`config.mk`:
```
export PLATFORM = sky130hd
export DESIGN_NAME = lrp_queue
export DESIGN_NICKNAME = d
export VERILOG_FILES = /design/src/lrp_pkg.sv /design/src/lrp_queue.sv
export SDC_FILE = /design/constraint.sdc
export NUM_CORES = 1
export LEC_CHECK = 0
export ABC_AREA = 1
export BUFFER_PORTS_ARGS = -buffer_cell sky130_fd_sc_hd__clkbuf_2
export CAP_MARGIN = 10
export CORE_UTILIZATION = 25
export CTS_BUF_LIST = sky130_fd_sc_hd__clkbuf_8
export DETAILED_ROUTE_END_ITERATION = 12
export PLACE_DENSITY = 0.39
export SETUP_SLACK_MARGIN = 0.4
export SYNTH_ARGS = -nofsm -noshare
export SYNTH_HDL_FRONTEND = slang
export SYNTH_SLANG_ARGS = --single-unit
```
`constraint.sdc`:
```
create_clock -name clk_i -period 12.9 [get_ports clk_i]
set_clock_uncertainty 0.05 [all_clocks]
set_input_delay 1.29 -clock clk_i [delete_from_list [all_inputs] [get_ports clk_i]]
set_output_delay 1.29 -clock clk_i [all_outputs]
set_load 0.01 [all_outputs]
```
`src/lrp_pkg.sv`:
```
// ----------------------------------------------------------------------------
// lrp_pkg
// Shared constants, types and codes of the logit repetition penalty core.
// ----------------------------------------------------------------------------
`default_nettype none

package lrp_pkg;

  localparam int HistDepth   = 64;
  localparam int TokenBits   = 16;
  localparam int GroupSize   = 8;
  localparam int NumGroups   = (HistDepth + GroupSize - 1) / GroupSize;
  localparam int PartBits    = $clog2(GroupSize + 1);
  localparam int CountBits   = $clog2(HistDepth + 1);
  localparam int QueueDepth  = 2;
  localparam int QPtrBits    = (QueueDepth > 1) ? $clog2(QueueDepth) : 1;
  localparam int QCntBits    = $clog2(QueueDepth + 1);

  localparam int IdBits      = 16;
  localparam int LogitBits   = 32;
  localparam int WinBits     = 7;
  localparam int FactorBits  = 16;
  localparam int AlphaBits   = 16;
  localparam int CfgIdxBits  = 3;
  localparam int CfgDataBits = 16;

  localparam int ProdBits    = LogitBits + FactorBits + 1;
  localparam int FracShift   = 12;
  localparam int ScaledBits  = ProdBits - FracShift;
  localparam int FreqBits    = CountBits + 1 + AlphaBits;
  localparam int TermBits    = FreqBits + 1;
  localparam int SubBits     = TermBits + 8;
  localparam int DiffBits    = ScaledBits + 1;

  localparam logic [FactorBits-1:0] PenOne    = 16'd4096;
  localparam logic [ProdBits-1:0]   RoundBias = ProdBits'(2048);
  localparam logic [LogitBits-1:0]  LogitMax  = 32'h7fff_ffff;
  localparam logic [LogitBits-1:0]  LogitMin  = 32'h8000_0000;

  typedef enum logic [CfgIdxBits-1:0] {
    CfgWindowLen   = 3'd0,
    CfgPenalty     = 3'd1,
    CfgPenaltyRcp  = 3'd2,
    CfgAlphaFreq   = 3'd3,
    CfgAlphaPres   = 3'd4
  } lrp_cfg_idx_e;

  typedef enum logic {
    KindPush = 1'b0,
    KindCand = 1'b1
  } lrp_kind_e;

  typedef struct packed {
    logic [WinBits-1:0]    window_len;
    logic [FactorBits-1:0] pen_factor;
    logic [FactorBits-1:0] pen_recip;
    logic [AlphaBits-1:0]  freq_coef;
    logic [AlphaBits-1:0]  pres_coef;
  } lrp_cfg_t;

  typedef struct packed {
    logic [IdBits-1:0]                   cand_id;
    logic [LogitBits-1:0]                logit;
    logic [NumGroups-1:0][PartBits-1:0]  parts;
  } lrp_entry_t;

endpackage

`default_nettype wire

```
`src/lrp_queue.sv`:
```
// ----------------------------------------------------------------------------
// lrp_queue
// Short FIFO of classified candidates between front and back.
// ----------------------------------------------------------------------------
`default_nettype none

module lrp_queue (
  input  wire logic           clk_i,
  input  wire logic           rst_ni,
  input  wire logic           push_i,
  input  lrp_pkg::lrp_entry_t entry_i,
  input  wire logic           pop_i,
  output lrp_pkg::lrp_entry_t entry_o,
  output logic                empty_o,
  output logic                full_o
);

  lrp_pkg::lrp_entry_t              mem_q [lrp_pkg::QueueDepth];
  logic [lrp_pkg::QPtrBits-1:0]     wr_q, wr_d, rd_q, rd_d;
  logic [lrp_pkg::QCntBits-1:0]     cnt_q, cnt_d;
  logic                             do_push, do_pop;

  assign empty_o = (cnt_q == '0);
  assign full_o  = (cnt_q == lrp_pkg::QCntBits'(lrp_pkg::QueueDepth));
  assign do_push = push_i && !full_o;
  assign do_pop  = pop_i && !empty_o;
  assign entry_o = mem_q[rd_q];

  always_comb begin
    wr_d  = wr_q;
    rd_d  = rd_q;
    cnt_d = cnt_q;
    if (do_push) begin
      wr_d = (wr_q == lrp_pkg::QPtrBits'(lrp_pkg::QueueDepth - 1)) ? '0
           : wr_q + lrp_pkg::QPtrBits'(1);
    end
    if (do_pop) begin
      rd_d = (rd_q == lrp_pkg::QPtrBits'(lrp_pkg::QueueDepth - 1)) ? '0
           : rd_q + lrp_pkg::QPtrBits'(1);
    end
    if (do_push && !do_pop) begin
      cnt_d = cnt_q + lrp_pkg::QCntBits'(1);
    end else if (do_pop && !do_push) begin
      cnt_d = cnt_q - lrp_pkg::QCntBits'(1);
    end
  end

  always_ff @(posedge clk_i or negedge rst_ni) begin
    if (!rst_ni) begin
      wr_q  <= '0;
      rd_q  <= '0;
      cnt_q <= '0;
    end else begin
      wr_q  <= wr_d;
      rd_q  <= rd_d;
      cnt_q <= cnt_d;
    end
  end

  always_ff @(posedge clk_i) begin
    if (do_push) begin
      mem_q[wr_q] <= entry_i;
    end
  end

endmodule

`default_nettype wire

```
==> results.json <==
{
  "layout_commonest_cell": "clkbuf_2",
  "crit_type": "reg -> out",
  "synth_xor_area_share_pct": 0.1257,
  "tightest_slew_ps": 914.5,
  "synth_cells": 449,
  "io_pins": 166,
  "ctsResizeCount": 0,
  "yosysSeqAreaShare_pct": 70.38,
  "grt.met2_usage_pct": 15.85,
  "post-cts-setup-buffer-count": 0,
  "ctsRootBufferMaster": "clkbuf_8",
  "dp.cells": 973,
  "cts.sinks": 164,
  "grt_max_degree": 82,
  "synthesis.area_sq_um": 6969,
  "clkLatencyLatePin_ps": 430,
  "pre_cts_ws_ps": 9586,
  "fin_ws_ps": 9306,
  "synth_compound_area_share_pct": 0.1436,
  "area_growth_pct": 21.80,
  "fill_cells": 2771,
  "yosys.area_share.simple_pct": 25.53,
  "ys_types": 20,
  "grtUsageTotal_pct": 10.33,
  "fp.dieArea_sq_um": 28550,
  "synthMuxAreaShare_pct": 0,
  "yosys_warnings": 0,
  "postPlaceCellArea_sq_um": 8093,
  "drive_gt1_share_pct": 57.69,
  "clockBufferDepth": 2,
  "finalWirelength_mm": 14.43,
  "finish.utilization_pct": 31.23,
  "grt_pass1_wl_mm": 21.92,
  "synth_top_family_by_area": "simple AND/OR/NAND/NOR gates",
  "busiest_layer": "met2",
  "first_pass_iters": 4,
  "diodes": 0,
  "cp_cell_sequence": "buf_4 -> nand2_1 -> nand2_2 -> clkbuf_2",
  "max_freq_mhz": 278.2,
  "ir_drop_mv": 0.1703,
  "worst_setup_path_end_kind": "output pin",
  "slew_headroom_pct": 39.03,
  "layoutNonFillerInstCount": 1003,
  "initial_core_util_pct": 25.64,
  "power.density_nw_per_um2": 222.8,
  "dp_hpwl_mm": 8.990,
  "synth_adder_area_share_pct": 0.1795,
  "slew_violations": 0,
  "antenna_found_initial": 1,
  "finalCritPeriodShare_pct": 27.86,
  "fin_tns_setup_ps": 0,
  "cts_htree_levels": 4,
  "cts_made_buffers": 17,
  "critPathMaxStageDelay_ps": 720,
  "cts-hold-fix-buffers": 0,
  "holdCritPathClass": "reg -> reg",
  "seq_area_sq_um": 4908,
  "synth_nets": 534,
  "ant_nets": 0,
  "wl_per_cell_microns": 14.38,
  "num_rows": 60,
  "p_leak_nw": 3.583,
  "slowest_stage": "dfrtp_4",
  "syn_avg_cell_area_sq_um": 15.52,
  "core_sq_um": 27180,
  "io_buffer_count": 165,
  "worstSetupStartpointType": "flip-flop",
  "drt-initial-drc-count": 138,
  "grt_pass1_vias": 3873,
  "fin_crit_ps": 3594,
  "drc": 0,
  "rsz0062_at_grt": "no",
  "drv_cap": 0,
  "fin_area_sq_um": 8488,
  "path_clk_slew_ps": 80,
  "final_cell_mix": "clkbuf_2, edfxtp_1, nand2_1",
  "cp.arrival_ps": 2250,
  "holdWs_ps": 437.0,
  "worstPathRequired_ps": 11560,
  "hold_viol": 0,
  "die_height_microns": 169.0,
  "grtUsageMet3_pct": 5.167,
  "nets": 705,
  "ys_seq_elements": 164,
  "multi_input_area_sq_um": 1818,
  "place.gp.congestion": 0.7142,
  "status": "finished clean",
  "final-setup-viol-count": 0,
  "crit_fanout": 53,
  "p_total_mw": 1.891,
  "die_w_microns": 169.0,
  "via_per_inst": 3.782,
  "grt-ovfl-total": 0,
  "met1_usage_pct": 12.74,
  "tritoncts": "done",
  "dr_total_vias": 3793
}
==> where the power goes <==
part           internal, mW  total [mW]  switching [mW]
clock                 0.190       0.380           0.190
sequential            0.730       0.803          0.0728
combinational         0.242       0.708           0.467
==> area by class of cell <==
type	count	share of cell area, %
Tap cell	372	5.483
Sequential cell	164	57.83
Timing Repair Buffer	169	10.08
Multi-Input combinational cell	260	21.42
Clock buffer	17	2.756
Inverter	8	0.5307
Clock inverter	13	1.902
==> final timing paths <==
check / startpoint / slack, ps / depth (start not counted) / to
worst max register to register: cnt_q[0]$_DFFE_PN0P_ / 10560 / 5 / mem_q[0][12]$_DFFE_PP_
worst min-delay path: wr_q$_DFFE_PN0P_ / 440 / 2 / wr_q$_DFFE_PN0P_
min in group asynchronous: rst_ni / 610 / 1 / rd_q$_DFFE_PN0P_
worst min register to register: wr_q$_DFFE_PN0P_ / 440 / 2 / wr_q$_DFFE_PN0P_
worst max-delay path: rd_q$_DFFE_PN0P_ / 9310 / 4 / entry_o[13]
max in group asynchronous: rst_ni / 12040 / 1 / rd_q$_DFFE_PN0P_
==> registers in the layout, summed over array words and instances, names as in the netlist <==
| name | cells |
|---|---|
| mem_q | 160 |
| cnt_q | 2 |
| rd_q | 1 |
| wr_q | 1 |
==> per-layer routing <==
layer / share of wire [%] / vias up
li1: - / 1847
met1: 45 / 1812
met2: 45 / 126
met3: 9.5 / 8
met4: 0.77 / 0
met5: 0 / -
==> synthesized netlist by cell type (all sizes together) <==
cell    count  area [sq um]
xnor2       1         8.760
nand4       1         6.260
buf        17         211.5
dfrtp       4         100.1
nand3       1         5.000
ha          1         12.51
edfxtp    160          4805
nand3b      1         7.510
nor2        4         25.03
o21ai       2         10.01
inv         8         42.54
nand2     249          1735
==> logic make-up (layout without fill, tap and decap cells) <==
| kind of cell | after synthesis | after routing |
|---|---|---|
| compound gates | 2 | 2 |
| xor+xnor | 1 | 1 |
| fa+ha+maj | 1 | 1 |
| buf+inv | 25 | 207 |
| flops | 164 | 164 |
| simple gates | 256 | 256 |
==> critical path: cells and delay by family, from the launching register on <==
kind                   cells  cell delay (ps)
buffers and inverters      2              780
flip-flops                 1              720
AND/OR/NAND/NOR            2              260
Note: power is estimated with default switching activity, not from simulation.
