File: src/lrp_pkg.sv
// ----------------------------------------------------------------------------
// lrp_pkg
// Shared constants, types and codes of the logit repetition penalty core.
// ----------------------------------------------------------------------------
`default_nettype none

package lrp_pkg;

  localparam int HistDepth   = 64;
  localparam int TokenBits   = 16;
  localparam int GroupSize   = 8;
  localparam int NumGroups   = (HistDepth + GroupSize - 1) / GroupSize;
  localparam int PartBits    = $clog2(GroupSize + 1);
  localparam int CountBits   = $clog2(HistDepth + 1);
  localparam int QueueDepth  = 2;
  localparam int QPtrBits    = (QueueDepth > 1) ? $clog2(QueueDepth) : 1;
  localparam int QCntBits    = $clog2(QueueDepth + 1);

  localparam int IdBits      = 16;
  localparam int LogitBits   = 32;
  localparam int WinBits     = 7;
  localparam int FactorBits  = 16;
  localparam int AlphaBits   = 16;
  localparam int CfgIdxBits  = 3;
  localparam int CfgDataBits = 16;

  localparam int ProdBits    = LogitBits + FactorBits + 1;
  localparam int FracShift   = 12;
  localparam int ScaledBits  = ProdBits - FracShift;
  localparam int FreqBits    = CountBits + 1 + AlphaBits;
  localparam int TermBits    = FreqBits + 1;
  localparam int SubBits     = TermBits + 8;
  localparam int DiffBits    = ScaledBits + 1;

  localparam logic [FactorBits-1:0] PenOne    = 16'd4096;
  localparam logic [ProdBits-1:0]   RoundBias = ProdBits'(2048);
  localparam logic [LogitBits-1:0]  LogitMax  = 32'h7fff_ffff;
  localparam logic [LogitBits-1:0]  LogitMin  = 32'h8000_0000;

  typedef enum logic [CfgIdxBits-1:0] {
    CfgWindowLen   = 3'd0,
    CfgPenalty     = 3'd1,
    CfgPenaltyRcp  = 3'd2,
    CfgAlphaFreq   = 3'd3,
    CfgAlphaPres   = 3'd4
  } lrp_cfg_idx_e;

  typedef enum logic {
    KindPush = 1'b0,
    KindCand = 1'b1
  } lrp_kind_e;

  typedef struct packed {
    logic [WinBits-1:0]    window_len;
    logic [FactorBits-1:0] pen_factor;
    logic [FactorBits-1:0] pen_recip;
    logic [AlphaBits-1:0]  freq_coef;
    logic [AlphaBits-1:0]  pres_coef;
  } lrp_cfg_t;

  typedef struct packed {
    logic [IdBits-1:0]                   cand_id;
    logic [LogitBits-1:0]                logit;
    logic [NumGroups-1:0][PartBits-1:0]  parts;
  } lrp_entry_t;

endpackage

`default_nettype wire

File: src/lrp_front.sv
// ----------------------------------------------------------------------------
// lrp_front
// Token history shift line; classifies items, counts window matches per group.
// ----------------------------------------------------------------------------
`default_nettype none

module lrp_front (
  input  wire logic                           clk_i,
  input  wire logic                           rst_ni,
  input  wire logic                           accept_i,
  input  wire logic                           kind_i,
  input  wire logic [lrp_pkg::IdBits-1:0]     token_id_i,
  input  wire logic [lrp_pkg::LogitBits-1:0]  logit_in_i,
  input  wire logic [lrp_pkg::WinBits-1:0]    window_len_i,
  output logic                                push_o,
  output lrp_pkg::lrp_entry_t                 entry_o
);

  logic [lrp_pkg::TokenBits-1:0] hist_q [lrp_pkg::HistDepth];
  logic [lrp_pkg::TokenBits-1:0] key;
  logic                          is_cand;
  logic [lrp_pkg::NumGroups-1:0][lrp_pkg::PartBits-1:0] parts;

  assign key     = token_id_i[lrp_pkg::TokenBits-1:0];
  assign is_cand = (lrp_pkg::lrp_kind_e'(kind_i) == lrp_pkg::KindCand);

  // tap 0 holds the newest token
  always_ff @(posedge clk_i or negedge rst_ni) begin
    if (!rst_ni) begin
      for (int i = 0; i < lrp_pkg::HistDepth; i++) begin
        hist_q[i] <= '0;
      end
    end else if (accept_i && !is_cand) begin
      hist_q[0] <= key;
      for (int i = 1; i < lrp_pkg::HistDepth; i++) begin
        hist_q[i] <= hist_q[i-1];
      end
    end
  end

  always_comb begin
    int idx;
    idx = 0;
    for (int g = 0; g < lrp_pkg::NumGroups; g++) begin
      parts[g] = '0;
      for (int j = 0; j < lrp_pkg::GroupSize; j++) begin
        idx = g * lrp_pkg::GroupSize + j;
        if (idx < lrp_pkg::HistDepth) begin
          if (hist_q[idx] == key && idx < int'(window_len_i)) begin
            parts[g] = parts[g] + lrp_pkg::PartBits'(1);
          end
        end
      end
    end
  end

  assign push_o           = accept_i && is_cand;
  assign entry_o.cand_id  = token_id_i;
  assign entry_o.logit    = logit_in_i;
  assign entry_o.parts    = parts;

endmodule

`default_nettype wire

File: config.mk
export PLATFORM = sky130hd
export DESIGN_NAME = lrp_front
export DESIGN_NICKNAME = d
export VERILOG_FILES = /design/src/lrp_pkg.sv /design/src/lrp_front.sv
export SDC_FILE = /design/constraint.sdc
export NUM_CORES = 2
export LEC_CHECK = 0
export BUFFER_PORTS_ARGS = -buffer_cell sky130_fd_sc_hd__buf_2
export CORE_MARGIN = 3
export CORE_UTILIZATION = 60
export DETAILED_ROUTE_END_ITERATION = 10
export PLACE_DENSITY = 0.77
export SYNTH_ARGS = -nofsm -noshare
export SYNTH_HDL_FRONTEND = slang
export SYNTH_SLANG_ARGS = --single-unit
export TNS_END_PERCENT = 5
File: constraint.sdc
create_clock -name clk_i -period 10.85 [get_ports clk_i]
set_input_delay 1.085 -clock clk_i [delete_from_list [all_inputs] [get_ports clk_i]]
set_output_delay 1.085 -clock clk_i [all_outputs]
set_load 0.1 [all_outputs]
==> results.md <==
* CP arrival at 7.36 ns
* # port buffers at 75
* Largest registers: hist_q: 1024 flops
* Met1 wire length at 60.0 mm
* Final min period at 8.45 ns
* Final Max Tran Viols at 0
* Post-synthesis sequential area ratio at 46.0%
* Detail Route met3 WL at 8.25 mm
* First-pass GRT wire length at 217 mm
* CP Data Required Time at 9.77 ns
* Number of flops mapped to enable cells by yosys at 0
* Filler cells at 6,797
* Longest Clk Path Bufs at 3
* Post-synthesis async set-or-reset flop share at 100%
* Share of post-route cells with drive strength above 1 at 29.8%
* Initial antenna violation count at 4
* H-tree depth at 3
* Placed Cells at 5,637
* RSZ-0062 raised after global routing: no
* Post-route total power at 0.0100 W
* Final core utilization at 65.6%
* Commonest cells post-synth: 1,035 x mux2_2, 1,024 x dfrtp_1, 716 x xnor2_1
* Layout area overhead at 8.23%
* Crit Path Max Fanout at 25
* Drt first pass iters at 5
* Insertion delay to the later sink of the worst-skew pair at 0.71 ns
* HPWL after DPL at 92.0 mm
* Clk pin slew, worst setup/hold paths at 0.06 ns
* Max-cap violations at 0
* CTS buffer count at 105
* P per Cell Area at 167 mW/mm2
* HP Class: primary input to async pin
* Max FFs per register at 1,024
* Area leader, netlist: dfrtp_1
* Crit. End Element: primary output
* Synth Cell Area at 0.0557 mm2
* Ys flop type: dfrtp_1
* Die area at 0.0965 mm2
* Area contributors post-synth: dfrtp_1 46%, mux2_2 21%, xnor2_1 11%
* Setup TNS at 0 ns
* Hold WS at 0.464 ns
* GRT overflow at 0
* Top reg by flops: hist_q
* Via count of the routed design at 35,200
* CTS tree: built
* #FFs+latches synth at 1,024
* Distinct cell type count after synthesis at 86
* Count leader, synth: mux2_2
* Critical path class: primary input to primary output
* Startpoint types: primary input
* Reg2Reg Depth at 1
* Die Wd at 311 um
* Fin nets at 4,632
* Leakage at 27.9 nW
* Core Box Area at 0.0918 mm2
* Synth Warn # at 0
* Fin. Hold Viols at 0
* Final wirelength at 139 mm
* Drc violations at 0
* WL/cell at 23.8 um
* Top Metal Used: met4
* Placer Congestion at 0.904
* Largest net degree at the start of global routing at 179
* Layout Cells excl Fill at 5,838
* Setup violators final at 0
* Post-Synthesis Cells at 4,565
* Fin crit share at 77.9%
* Worst VDD drop at 0.134 mV
* Resize count post-CTS at 0
* Starting Density at 60.6%
* Syn avg cell area at 12.2 um2
* Vias per Instance at 6.03
* Number of hold buffers added after cts at 0
* Post CTS Setup Buffer Count at 0
* Status: complete, no violations
* Vias in the first global route at 36,200
* Post-DRT Antenna Nets at 0
* Site Rows at 111
* Worst Tran Pin Value at 1.32 ns
* Root buffer cell: clkbuf_16
* Die outline height at 311 um
* DRT iter0 DRCs at 2,772
* Mapped Nets at 4,696
* Clk sinks at 1,024
* Setup Skew at 0.0372 ns
* Met2 WL post-DR at 65.5 mm
* Rel. slew slack at 10.7%
* Yosys top cell area share at 46.0%
* IO Pins at 140
* Fmax at 118 MHz
* GRT Util Overall at 28.6%
[final timing paths]
| check | start | endpoint | slack (ns) |
|---|---|---|---|
| worst max-delay path | window_len_i[3] | entry_o[23] | 2.40 |
| worst min-delay path | rst_ni | hist_q[456] | 0.46 |
| worst max register to register | hist_q[966] | hist_q[950] | 9.91 |
| worst min register to register | hist_q[983] | hist_q[967] | 0.52 |
| max in group asynchronous | rst_ni | hist_q[744] | 7.78 |
| min in group clk_i | hist_q[983] | hist_q[967] | 0.52 |
[power breakdown]
part	leakage [nW]	internal (W)	switching, W	total [W]
clock network	1.76	0.00216	0.00158	0.00374
logic	12.2	0.000780	0.000764	0.00154
registers	13.9	0.00426	0.000507	0.00477
total	27.9	0.00720	0.00285	0.0100
[final cells by class]
class | instances | area (um2) | share of cell area [%]
multi-input combinational | 3165 | 28200 | 46.9
sequential | 1024 | 25600 | 42.5
clock buffer | 156 | 3070 | 5.10
tap | 1243 | 1560 | 2.58
timing repair buffer | 138 | 986 | 1.64
clock inverter | 41 | 508 | 0.843
inverter | 67 | 251 | 0.418
antenna | 4 | 10.0 | 0.0166
[cell usage in the layout (no fill, tap or decap), types with 67 or more instances in the layout]
| master | synthesis | routed |
|---|---|---|
| buf_4 | 80 | 72 |
| clkbuf_16 | 0 | 105 |
| xor2_1 | 428 | 428 |
| nand2_1 | 99 | 99 |
| nor4_1 | 124 | 124 |
| dfrtp_1 | 1024 | 1024 |
| inv_1 | 67 | 67 |
| mux2_2 | 1035 | 1035 |
| ha_1 | 72 | 72 |
| xnor2_1 | 716 | 716 |
| nor2_1 | 70 | 69 |
| nand3_1 | 75 | 75 |
| nand4_1 | 168 | 168 |
[kinds of logic (layout without fill, tap and decap cells)]
| logic type | after synthesis | count (layout) | synth area share [%] |
|---|---|---|---|
| buf+inv | 376 | 402 | 3.25 |
| mux | 1054 | 1054 | 21.3 |
| flops | 1024 | 1024 | 46.0 |
| simple gates | 692 | 692 | 6.94 |
| fa+ha+maj | 72 | 72 | 1.62 |
| other cells | 0 | 4 | 0 |
| compound gates | 188 | 188 | 2.29 |
| xor+xnor | 1159 | 1159 | 18.6 |
[layer usage]
layer / track usage (%) / vias up
met5: 0 / -
met3: 4.84 / 288
met2: 46.1 / 1054
li1: - / 15800
met4: 9.96 / 0
met1: 39.3 / 18100
[worst max-delay path, stage by stage]
cell,delay [ns]
buf_2,0.35
or2_2,0.42
a21oi_2,0.49
nor3_1,0.15
and4_1,0.27
ha_1,0.35
xor2_2,0.40
inv_1,0.14
ha_1,0.31
and3_1,0.17
a21oi_1,0.21
inv_1,0.07
ha_1,0.31
xnor3_1,0.42
o22ai_1,0.22
a21o_1,0.12
ha_1,0.14
nand3_1,0.07
xor2_1,0.21
xnor2_1,0.15
a2111o_1,0.30
a211oi_1,0.25
xnor3_1,0.42
buf_2,0.30
[metrics by stage]
step | setup WS (ns) | instance area [um2]
after floorplan | 0.585 | 55700
after global placement | 2.66 | 56600
after detailed placement | 2.52 | 56600
after CTS | 2.51 | 60200
after global routing | 2.00 | 60200
final | 2.40 | 60200
(Power assumes the default switching activity.)
