===== config.mk =====
export PLATFORM = sky130hd
export DESIGN_NAME = lrp_back
export DESIGN_NICKNAME = d
export VERILOG_FILES = /design/src/lrp_pkg.sv /design/src/lrp_back.sv
export SDC_FILE = /design/constraint.sdc
export NUM_CORES = 2
export LEC_CHECK = 0
export BUFFER_PORTS_ARGS = -buffer_cell sky130_fd_sc_hd__buf_2
export CORE_UTILIZATION = 48
export DETAILED_ROUTE_END_ITERATION = 10
export PLACE_DENSITY_LB_ADDON = 0.12
export SLEW_MARGIN = 20
export SYNTH_ARGS = -nofsm -noshare
export SYNTH_HDL_FRONTEND = slang
export SYNTH_SLANG_ARGS = --single-unit

===== constraint.sdc =====
create_clock -name clk_i -period 24.4 [get_ports clk_i]
set_clock_uncertainty 0.1 [all_clocks]
set_input_delay 1.22 -clock clk_i [delete_from_list [all_inputs] [get_ports clk_i]]
set_output_delay 1.22 -clock clk_i [all_outputs]
set_load 0.02 [all_outputs]

===== src/lrp_pkg.sv =====
// ----------------------------------------------------------------------------
// lrp_pkg
// Shared constants, types and codes of the logit repetition penalty core.
// ----------------------------------------------------------------------------
`default_nettype none

package lrp_pkg;

  localparam int HistDepth   = 64;
  localparam int TokenBits   = 16;
  localparam int GroupSize   = 8;
  localparam int NumGroups   = (HistDepth + GroupSize - 1) / GroupSize;
  localparam int PartBits    = $clog2(GroupSize + 1);
  localparam int CountBits   = $clog2(HistDepth + 1);
  localparam int QueueDepth  = 2;
  localparam int QPtrBits    = (QueueDepth > 1) ? $clog2(QueueDepth) : 1;
  localparam int QCntBits    = $clog2(QueueDepth + 1);

  localparam int IdBits      = 16;
  localparam int LogitBits   = 32;
  localparam int WinBits     = 7;
  localparam int FactorBits  = 16;
  localparam int AlphaBits   = 16;
  localparam int CfgIdxBits  = 3;
  localparam int CfgDataBits = 16;

  localparam int ProdBits    = LogitBits + FactorBits + 1;
  localparam int FracShift   = 12;
  localparam int ScaledBits  = ProdBits - FracShift;
  localparam int FreqBits    = CountBits + 1 + AlphaBits;
  localparam int TermBits    = FreqBits + 1;
  localparam int SubBits     = TermBits + 8;
  localparam int DiffBits    = ScaledBits + 1;

  localparam logic [FactorBits-1:0] PenOne    = 16'd4096;
  localparam logic [ProdBits-1:0]   RoundBias = ProdBits'(2048);
  localparam logic [LogitBits-1:0]  LogitMax  = 32'h7fff_ffff;
  localparam logic [LogitBits-1:0]  LogitMin  = 32'h8000_0000;

  typedef enum logic [CfgIdxBits-1:0] {
    CfgWindowLen   = 3'd0,
    CfgPenalty     = 3'd1,
    CfgPenaltyRcp  = 3'd2,
    CfgAlphaFreq   = 3'd3,
    CfgAlphaPres   = 3'd4
  } lrp_cfg_idx_e;

  typedef enum logic {
    KindPush = 1'b0,
    KindCand = 1'b1
  } lrp_kind_e;

  typedef struct packed {
    logic [WinBits-1:0]    window_len;
    logic [FactorBits-1:0] pen_factor;
    logic [FactorBits-1:0] pen_recip;
    logic [AlphaBits-1:0]  freq_coef;
    logic [AlphaBits-1:0]  pres_coef;
  } lrp_cfg_t;

  typedef struct packed {
    logic [IdBits-1:0]                   cand_id;
    logic [LogitBits-1:0]                logit;
    logic [NumGroups-1:0][PartBits-1:0]  parts;
  } lrp_entry_t;

endpackage

`default_nettype wire


===== src/lrp_back.sv =====
// ----------------------------------------------------------------------------
// lrp_back
// Penalty datapath: count sum, multiply, round, subtract, saturate.
// ----------------------------------------------------------------------------
`default_nettype none

module lrp_back (
  input  wire logic                            clk_i,
  input  wire logic                            rst_ni,
  input  wire logic                            valid_i,
  input  lrp_pkg::lrp_entry_t                  entry_i,
  input  lrp_pkg::lrp_cfg_t                    cfg_i,
  output logic                                 done_o,
  output logic [lrp_pkg::IdBits-1:0]           cand_id_o,
  output logic [lrp_pkg::LogitBits-1:0]        logit_out_o,
  output logic [lrp_pkg::CountBits-1:0]        occurrences_o,
  output logic                                 saturated_o
);

  // stage 1: occurrence count
  logic                                v1_q;
  logic [lrp_pkg::IdBits-1:0]          id1_q;
  logic signed [lrp_pkg::LogitBits-1:0] x1_q;
  logic [lrp_pkg::CountBits-1:0]       cnt1_q, cnt1_d;

  // stage 2: products
  logic                                v2_q, pen2_q, has2_q;
  logic [lrp_pkg::IdBits-1:0]          id2_q;
  logic signed [lrp_pkg::LogitBits-1:0] x2_q;
  logic [lrp_pkg::CountBits-1:0]       cnt2_q;
  logic signed [lrp_pkg::ProdBits-1:0] prod2_q, prod2_d;
  logic signed [lrp_pkg::FreqBits-1:0] freq2_q, freq2_d;
  logic [lrp_pkg::FactorBits-1:0]      factor;

  // stage 3: scaled logit and subtrahend
  logic                                  v3_q;
  logic [lrp_pkg::IdBits-1:0]            id3_q;
  logic [lrp_pkg::CountBits-1:0]         cnt3_q;
  logic signed [lrp_pkg::ScaledBits-1:0] xs3_q, xs3_d;
  logic signed [lrp_pkg::SubBits-1:0]    sub3_q, sub3_d;
  logic signed [lrp_pkg::ProdBits-1:0]   prod_rnd;
  logic signed [lrp_pkg::TermBits-1:0]   term;

  // stage 4: output
  logic                                  v4_q;
  logic [lrp_pkg::IdBits-1:0]            id4_q;
  logic [lrp_pkg::CountBits-1:0]         cnt4_q;
  logic [lrp_pkg::LogitBits-1:0]         out4_q, out4_d;
  logic                                  sat4_q, sat4_d;
  logic signed [lrp_pkg::DiffBits-1:0]   diff;
  logic [lrp_pkg::DiffBits-lrp_pkg::LogitBits:0] top_bits;

  always_comb begin
    cnt1_d = '0;
    for (int g = 0; g < lrp_pkg::NumGroups; g++) begin
      cnt1_d = cnt1_d + lrp_pkg::CountBits'(entry_i.parts[g]);
    end
  end

  always_comb begin
    factor  = (x1_q <= 0) ? cfg_i.pen_factor : cfg_i.pen_recip;
    prod2_d = lrp_pkg::ProdBits'(x1_q)
            * lrp_pkg::ProdBits'($signed({1'b0, factor}));
    freq2_d = lrp_pkg::FreqBits'($signed({1'b0, cnt1_q}))
            * lrp_pkg::FreqBits'($signed(cfg_i.freq_coef));
  end

  always_comb begin
    prod_rnd = prod2_q + $signed(lrp_pkg::RoundBias);
    xs3_d    = pen2_q ? prod_rnd[lrp_pkg::ProdBits-1:lrp_pkg::FracShift]
                      : lrp_pkg::ScaledBits'(x2_q);
    term     = lrp_pkg::TermBits'(freq2_q)
             + lrp_pkg::TermBits'($signed(cfg_i.pres_coef));
    sub3_d   = has2_q ? $signed({term, 8'b0}) : '0;
  end

  always_comb begin
    diff     = lrp_pkg::DiffBits'(xs3_q) - lrp_pkg::DiffBits'(sub3_q);
    top_bits = diff[lrp_pkg::DiffBits-1:lrp_pkg::LogitBits-1];
    sat4_d   = !((top_bits == '0) || (top_bits == '1));
    if (sat4_d) begin
      out4_d = diff[lrp_pkg::DiffBits-1] ? lrp_pkg::LogitMin : lrp_pkg::LogitMax;
    end else begin
      out4_d = diff[lrp_pkg::LogitBits-1:0];
    end
  end

  always_ff @(posedge clk_i or negedge rst_ni) begin
    if (!rst_ni) begin
      v1_q <= 1'b0;
      v2_q <= 1'b0;
      v3_q <= 1'b0;
      v4_q <= 1'b0;
    end else begin
      v1_q <= valid_i;
      v2_q <= v1_q;
      v3_q <= v2_q;
      v4_q <= v3_q;
    end
  end

  always_ff @(posedge clk_i) begin
    id1_q   <= entry_i.cand_id;
    x1_q    <= $signed(entry_i.logit);
    cnt1_q  <= cnt1_d;

    id2_q   <= id1_q;
    x2_q    <= x1_q;
    cnt2_q  <= cnt1_q;
    has2_q  <= (cnt1_q != '0);
    pen2_q  <= (cnt1_q != '0) && (cfg_i.pen_factor != lrp_pkg::PenOne);
    prod2_q <= prod2_d;
    freq2_q <= freq2_d;

    id3_q   <= id2_q;
    cnt3_q  <= cnt2_q;
    xs3_q   <= xs3_d;
    sub3_q  <= sub3_d;

    id4_q   <= id3_q;
    cnt4_q  <= cnt3_q;
    out4_q  <= out4_d;
    sat4_q  <= sat4_d;
  end

  assign done_o        = v4_q;
  assign cand_id_o     = id4_q;
  assign logit_out_o   = out4_q;
  assign occurrences_o = cnt4_q;
  assign saturated_o   = sat4_q;

endmodule

`default_nettype wire


==> impl_metrics.ini <==
[route]
wl_per_cell_um = 17.5
drt-initial-drc-count = 1015
wirelength_mm = 78.5
first_pass_iters = 5
vias = 22944
drc_errors = 0
drtAntennaViolNets = 0
vias_per_cell = 5.10

[global_route]
grt_pass1_wl_mm = 131
grt_max_degree = 69
grt.total_usage = 0.237
grt_pass1_vias = 25668
antenna_found_initial = 9
gr-total-overflow = 0

[die]
num_io_pins = 211
die_area_mm2 = 0.0693
dieWidth_um = 263
initial_utilization = 0.486
die_h_um = 263
core-area_mm2 = 0.0674
num_rows = 95

[sta]
drv_slew = 0
setup_viol = 0
worst_slew_pin_slew_ns = 1.14
rsz0062_at_grt = no
post-route-min-period_ns = 9.73
max_freq_mhz = 103
slew_headroom = 0.235
hold_violations = 0
holdWs_ns = 0.218
fin_crit_sh = 0.399
setup_tns_ns = 0

[synthesis]
syn_avg_cell_area_um2 = 9.56
synth-async-reset-ratio = 0.0125
synth_edf_count = 0
ys_top_cells_by_count = 738 x inv_1, 598 x fa_1, 362 x nand2_1
ys_warn_count = 0
synth_flop_cell = dfxtp_1
synthCells = 3428
syn_nets = 4405
synth_area_leaders = fa_1 37%, dfxtp_1 19%, ha_1 8.6%, inv_1 8.5%, nand2_1 4.1%
ys_ff_latch = 319
synthDistinctLibCells = 66
synth_most_common_cell = inv_1
syn_area_mm2 = 0.0328
synthDominantCellAreaShare = 0.365
ys_seq_area_frac = 0.195
yosys.area.top_type = fa_1

[min_path]
hold_class = flip-flop to flip-flop

[place]
port_buffers = 203
dp_hpwl_mm = 61.7
place_area_mm2 = 0.0348
place_congestion = 0.873

[worst_setup_path]
worstPathArrival_ns = 10.06
path_class = flip-flop to flip-flop
end_kind = flip-flop
cp_data_required_time_ns = 24.73
start_kind = flip-flop
crit_fanout = 31

[clock_tree]
clk_pin_slew_ns = 0.06
hold_buffers = 0
clockBufferDepth = 3
cts_resized = 0
insertion_delay_ns = 0.56
cts_setup_buffers = 0
clock-sinks = 319
numCtsBuffers = 30
cts_tree = built
h-tree-depth = 1
clockRootBuffer = clkbuf_16

[finish]
fin_area_mm2 = 0.0358
fin_util = 0.532
synthToLayoutAreaGrowth_pct = 9.32
fill_cells = 6151
nets = 4573
drive_gt1_frac = 0.0973

[outcome]
status = finished clean

[job]
maxCapViolations = 0
## path summary, 6_finish.rpt
path / from / endpoint / slack [ns] / cells after the start
setup / recovery: x1_q[18] / prod2_q[47] / 14.67 / 27
hold / removal: id1_q[4] / id2_q[4] / 0.22 / 0
setup reg to reg: x1_q[18] / prod2_q[47] / 14.67 / 27
hold reg to reg: id1_q[4] / id2_q[4] / 0.22 / 0
max in group asynchronous: rst_ni / done_o / 23.73 / 1
min in group asynchronous: rst_ni / v2_q / 0.35 / 1
## area by class of cell
class | count | area, µm² | area share
antenna | 3 | 7.51 | 0.000210
clock buffer | 40 | 850 | 0.0237
clock inverter | 15 | 178 | 0.00496
inverter | 738 | 2770 | 0.0773
multi-input combinational | 2261 | 23200 | 0.647
sequential | 319 | 6410 | 0.179
tap | 873 | 1090 | 0.0305
timing repair buffer | 246 | 1340 | 0.0374
## placed cells by master (no fill, tap or decap), types with 5 or more instances in the layout
cell,count
buf_2,203
nor4_1,14
a21o_1,35
and2_1,185
and4_1,5
o211ai_1,7
nand3_1,30
xor2_1,46
a21oi_1,120
nand2b_1,14
clkbuf_16,31
a211oi_1,15
nor2_1,98
ha_1,225
a21boi_0,5
nor2_2,8
nor3_1,21
nand4_1,15
or3_1,10
o21ai_0,33
dfxtp_1,314
inv_1,738
buf_4,43
clkinv_2,5
o21bai_1,15
xnor2_1,95
o21a_1,17
nor2b_1,168
and3_1,18
clkbuf_1,5
mux2i_2,5
fa_1,598
a31oi_1,12
a21oi_2,12
nand2_1,362
mux2_2,13
## worst max-delay path, cell delays in order (launching register included)
cell and delay, ns:
dfxtp_1 0.64, nor4_1 0.40, nand4_1 0.18, o21bai_2 0.85, mux2_2 0.89, nand2_1 0.17
fa_1 0.52, inv_1 0.05, fa_1 0.49, inv_1 0.05, fa_1 0.54, inv_1 0.05
fa_1 0.46, fa_1 0.50, inv_1 0.05, fa_1 0.48, inv_1 0.04, ha_1 0.35
a21oi_1 0.21, o211ai_1 0.14, a221oi_1 0.54, a211o_1 0.36, nand3_1 0.16, a31oi_1 0.38
nor4_1 0.14, o31ai_1 0.40, a21boi_0 0.19, xor2_1 0.19
## state kept, by name, summed over array words and instances, names as in the netlist, 7 cells and up
| name | cells |
|---|---|
| cand_id_o | 16 |
| cnt1_q | 7 |
| cnt2_q | 7 |
| cnt3_q | 7 |
| freq2_q | 24 |
| id1_q | 16 |
| id2_q | 16 |
| id3_q | 16 |
| logit_out_o | 32 |
| occurrences_o | 7 |
| prod2_q | 38 |
| sub3_q | 25 |
| x1_q | 32 |
| x2_q | 32 |
| xs3_q | 37 |
## routing by layer
layer	part of all wire	GRT usage	up-vias
li1	-	-	10664
met2	0.51	0.437	570
met1	0.40	0.283	11523
met3	0.047	0.0310	175
met4	0.036	0.0795	12
met5	0.00096	0	-
## per-stage QoR
stage,std cells,setup slack (ns)
2_1_floorplan,3428,16.44
3_3_place_gp,4437,14.75
3_5_place_dp,4437,14.69
4_1_cts,4492,14.65
5_1_grt,4494,14.01
6_report,4495,14.67
## cell families (layout without fill, tap and decap cells)
family | after synthesis | after routing | share of synthesized area
compound gates | 313 | 313 | 0.0630
xor+xnor | 141 | 141 | 0.0377
fa+ha+maj | 823 | 823 | 0.451
buf+inv | 848 | 1039 | 0.0978
flops | 319 | 319 | 0.195
mux | 18 | 18 | 0.00599
other cells | 0 | 3 | 0
simple gates | 966 | 966 | 0.149
Power is left out: the tool's default activity adds up to more than one toggle a clock period on the data nets, which glitch-free logic cannot reach.
